[config.mk]
export PLATFORM = sky130hd
export DESIGN_NAME = tsr_seq
export DESIGN_NICKNAME = d
export VERILOG_FILES = /design/src/sv/tsr_pkg.sv /design/src/sv/tsr_seq.sv
export SDC_FILE = /design/constraint.sdc
export NUM_CORES = 1
export LEC_CHECK = 0
export BUFFER_PORTS_ARGS = -buffer_cell sky130_fd_sc_hd__buf_2
export CAP_MARGIN = 10
export CORE_MARGIN = 2
export CORE_UTILIZATION = 60
export DETAILED_ROUTE_END_ITERATION = 8
export PLACE_DENSITY_LB_ADDON = 0.25
export SYNTH_ARGS = -nofsm -noshare
export SYNTH_HDL_FRONTEND = slang
export SYNTH_SLANG_ARGS = --single-unit
[constraint.sdc]
create_clock -name clk -period 7.28 [get_ports clk]
set_clock_uncertainty 0.05 [all_clocks]
set_input_delay 0.728 -clock clk [delete_from_list [all_inputs] [get_ports clk]]
set_output_delay 0.728 -clock clk [all_outputs]
set_load 0.05 [all_outputs]
[src/sv/tsr_pkg.sv]
// ----------------------------------------------------------------------------
// tsr_pkg
// Shared types, constants and helpers of the tensor axis sum reducer.
// ----------------------------------------------------------------------------
`default_nettype none

package tsr_pkg;

	localparam int MAX_DIM     = 64;
	localparam int SAMPLE_BITS = 32;

	localparam int SAMPLE_W = 32;
	localparam int TOTAL_W  = 40;
	localparam int DIM_W    = 7;
	localparam int CNT_W    = (MAX_DIM > 1) ? $clog2(MAX_DIM) : 1;
	localparam int CMP_W    = (CNT_W > DIM_W) ? CNT_W : DIM_W;
	localparam int ADDR_W   = 2 * CNT_W;
	localparam int ACC_DEPTH = 1 << ADDR_W;

	typedef logic [CNT_W-1:0]   cnt_t;
	typedef logic [ADDR_W-1:0]  addr_t;
	typedef logic [DIM_W-1:0]   dim_t;
	typedef logic [TOTAL_W-1:0] total_t;

	// register indexes on the config port
	typedef enum logic [1:0] {
		REG_WIDTH    = 2'd0,
		REG_HEIGHT   = 2'd1,
		REG_CHANNELS = 2'd2,
		REG_AXIS     = 2'd3
	} reg_idx_t;

	// reduce axis codes; the unused code sums over channel
	typedef enum logic [1:0] {
		AXIS_CHAN   = 2'd0,
		AXIS_HEIGHT = 2'd1,
		AXIS_WIDTH  = 2'd2
	} axis_t;

	// per-beat tags travelling with the accumulator address
	typedef struct packed {
		logic first;   // first term of its sum
		logic done;    // completes its sum
		logic tail;    // last element of the tensor
	} tag_t;

	function automatic dim_t clamp_dim(input dim_t d);
		dim_t r;
		if (d == '0) begin
			r = dim_t'(1);
		end else if (int'(d) > MAX_DIM) begin
			r = dim_t'(MAX_DIM);
		end else begin
			r = d;
		end
		return r;
	endfunction

endpackage

`default_nettype wire

[src/sv/tsr_seq.sv]
// ----------------------------------------------------------------------------
// tsr_seq
// Position counters (channel fastest, then column, then row) and the
// accumulator address and sum tags of the beat on the input.
// ----------------------------------------------------------------------------
`default_nettype none

module tsr_seq import tsr_pkg::*; (
	input  wire logic       clk,
	input  wire logic       arst_n,
	input  wire logic       restart,
	input  wire logic       accept,
	input  wire dim_t       width_q,
	input  wire dim_t       height_q,
	input  wire dim_t       chans_q,
	input  wire logic [1:0] axis_q,
	output addr_t           addr,
	output tag_t            tag
);

	cnt_t row_q, col_q, chan_q;
	dim_t wd_m1, ht_m1, ch_m1;
	logic row_end, col_end, chan_end;

	assign wd_m1 = clamp_dim(width_q) - dim_t'(1);
	assign ht_m1 = clamp_dim(height_q) - dim_t'(1);
	assign ch_m1 = clamp_dim(chans_q) - dim_t'(1);

	assign row_end  = (CMP_W'(row_q) == CMP_W'(ht_m1));
	assign col_end  = (CMP_W'(col_q) == CMP_W'(wd_m1));
	assign chan_end = (CMP_W'(chan_q) == CMP_W'(ch_m1));

	always_ff @(posedge clk or negedge arst_n) begin
		if (!arst_n) begin
			row_q  <= '0;
			col_q  <= '0;
			chan_q <= '0;
		end else if (restart) begin
			row_q  <= '0;
			col_q  <= '0;
			chan_q <= '0;
		end else if (accept) begin
			if (chan_end) begin
				chan_q <= '0;
				if (col_end) begin
					col_q <= '0;
					row_q <= row_end ? '0 : row_q + cnt_t'(1);
				end else begin
					col_q <= col_q + cnt_t'(1);
				end
			end else begin
				chan_q <= chan_q + cnt_t'(1);
			end
		end
	end

	// {outer, channel} keeps every open sum in an entry of its own
	always_comb begin
		tag.tail = row_end && col_end && chan_end;
		unique case (axis_q)
			AXIS_WIDTH: begin
				addr      = {row_q, chan_q};
				tag.first = (col_q == '0);
				tag.done  = col_end;
			end
			AXIS_HEIGHT: begin
				addr      = {col_q, chan_q};
				tag.first = (row_q == '0);
				tag.done  = row_end;
			end
			default: begin
				addr      = '0;
				tag.first = (chan_q == '0);
				tag.done  = chan_end;
			end
		endcase
	end

endmodule

`default_nettype wire

==> impl_metrics.yaml <==
timing:
  fin_tns_setup_ps: 0
  rsz0062_at_grt: "no"
  maxSlewHeadroom_pct: 60.8
  hold_violations: 0
  fmax_ghz: 0.218
  hold_slack_ps: 355
  finalSetupViolations: 0
  finalCriticalPeriod_ps: 4590
  report.final.slew_viol_count: 0
  fin_crit_sh_pct: 63.1
  tightest_slew_ps: 580
pwr:
  p_total_uw: 299
  switching_share_pct: 37.4
  switchingPower_uw: 112
  p_per_area_mw_per_mm2: 125
  p_clk_share_pct: 22.5
  ir_drop_mv: 0.0681
  p_leak_uw: 0.00103
  pwr-share-seq_pct: 42.3
  internal_power_uw: 187
  combinationalPowerShare_pct: 35.2
logic_synthesis:
  syn-cell-area_mm2: 0.00221
  ys_types: 65
  yosys_warnings: 0
  synth_adder_area_share_pct: 6.23
  synthesis.nets: 313
  synth_top_family_by_area: "compound AO/OA/AOI/OAI gates"
  synth_common_cells: "29 x nor2_1, 18 x dfrtp_1, 14 x inv_1, 14 x nand2_1"
  synth_compound_area_share_pct: 29.1
  synth_area_leaders: "dfrtp_1 20%, ha_1 6.2%, nor2_1 4.9%"
  synthSimpleGateAreaFrac_pct: 28.9
  synth.area.mux_share_pct: 1.93
  synth_most_common_cell: "nor2_1"
  ys_seq_area_share_pct: 20.4
  synth-async-reset-ratio_pct: 100
  synthXorXnorAreaFrac_pct: 5.95
  synth_seq_cells: 18
  yosys.area.top_type: "dfrtp_1"
  synthCells: 275
  synth_edf_count: 0
  synth_area_per_cell_um2: 8.03
  ys.flop_type: "dfrtp_1"
  synth_top_area_share_pct: 20.4
detailed_routing:
  viasPerCell: 6.42
  finalWirelength_mm: 5.36
  vias: 2233
  route.antenna.remaining_nets: 0
  first_pass_iters: 4
  drc: 0
  wl_per_cell_um: 15.4
  drt_iter0_drc: 190
clocking:
  cts.path.max_buffers: 2
  cts.reportedPaths.clkPinSlew_ps: 70
  clkSinkCount: 18
  cts_resized: 0
  clock_latency_ps: 250
  postCtsHoldBufs: 0
  cts_buffers: 3
  htree_levels: 1
  root_buffer: "clkbuf_8"
  cts_tree: "yes"
  post_cts_buffers: 0
floorplanning:
  initial_utilization_pct: 61.3
  dieArea_mm2: 0.00418
  ioPinCount: 42
  rows: 22
  die_h_um: 64.7
  coreArea_mm2: 0.00361
  fp.dieW_um: 64.7
cells_and_area:
  area_growth_pct: 8.72
  drive_gt1_share_pct: 19.7
  final_nets: 340
  fillers: 326
  n_antenna_cell: 0
global_routing:
  track_usage_pct: 27.6
  grt_first_pass_wirelength_mm: 9.29
  overflow: 0
  grt_pass1_vias: 2108
  grt_antenna_before_repair: 0
  grt_max_degree: 19
worst_hold_path:
  holdCritPathClass: "input pin to async pin"
status:
  status: "finished clean"
critical_path:
  ff2ff_path_depth: 7
  r2r-end: "col_q[0]$_DFFE_PN0P_"
  end_kind: "output pin"
  r2r_slack_ps: 4820
  rr_startpoint: "chan_q[2]$_DFFE_PN0P_"
  crit_type: "input pin to output pin"
  critPathMaxFanout: 16
  cp.arrival_ps: 3810
  cp-start-kind: "input pin"
  crit_required_ps: 6500
placed_design:
  port_buffers: 41
  hpwlAfterDp_mm: 4.00
  place.gp.congestion: 0.935
flow_run:
  max_cap_violations: 0
cell type report:
class	instances	area, um^2	share of cell area (%)
Tap cell	48	60.1	2.50
Multi-Input combinational cell	224	1590	66.3
Timing Repair Buffer	41	205	8.54
Inverter	14	52.6	2.19
Sequential cell	18	450	18.8
Clock buffer	3	41.3	1.72
stage by stage:
step	instance area [um^2]	cells	util, %	worst slack, ps
2_1_floorplan	2210	275	-	2350
3_3_place_gp	2360	345	65.5	2850
3_5_place_dp	2360	345	65.5	2730
4_1_cts	2400	348	66.6	2720
5_1_grt	2400	348	66.6	2530
6_report	2400	348	66.6	2690
critical path, cell delays in order:
cell and delay (ps):
buf_2 120, or4_1 560, nor3_1 220, o21bai_1 140, ha_1 320, xor2_1 190, o31ai_1 210, a31oi_1 60
and4b_1 270, o211a_2 400, a22oi_1 140, o21ai_0 170, buf_2 280
registers in the layout, summed over array words and instances (netlist names):
register / flops
row_q: 6
col_q: 6
chan_q: 6
layer usage:
| metal | share of wire [%] | global-route usage, % | vias up |
|---|---|---|---|
| met4 | 1.5 | 9.04 | 0 |
| li1 | - | - | 1092 |
| met3 | 5.0 | 2.26 | 9 |
| met5 | 0 | 0 | - |
| met2 | 47 | 47.8 | 76 |
| met1 | 46 | 36.3 | 1056 |
layout by cell type (no fill, tap or decap), drive strengths merged, types with 8 or more instances in the layout:
master  instances
o21ai          11
nand2          14
buf            41
nor2           29
dfrtp          18
nor3           13
xor2            8
ha             11
a21oi          10
inv            14
power groups by stage:
| stage | sequential (uW) | combinational [uW] | clock [uW] |
|---|---|---|---|
| CTS | 126 | 104 | 68.8 |
| detailed placement | 128 | 104 | 0 |
| global placement | 127 | 101 | 0 |
| floorplan | 114 | 86.8 | 0 |
| finish | 127 | 105 | 67.4 |
| global route | 128 | 117 | 74.9 |
how the worst max path moves through the flow:
stage	startpoint	cells after the start	slack, ps	endpoint
2_1_floorplan	width_q[2]	13	2350	tag[1]
3_3_place_gp	width_q[0]	13	2850	tag[1]
3_5_place_dp	width_q[0]	13	2730	tag[1]
4_1_cts	width_q[0]	13	2720	tag[1]
5_1_grt	width_q[0]	13	2530	tag[1]
6_report	width_q[0]	13	2690	tag[1]
cells by family after synthesis:
| kind of cell | count (synthesis) |
|---|---|
| buffers and inverters | 33 |
| and+or+nand+nor | 108 |
| xor gates and xnor gates | 15 |
| AOI/OAI and AO/OA | 86 |
| DFF | 18 |
| adders and majority gates | 11 |
| muxes | 4 |
Power figures use the tool's default switching activity.
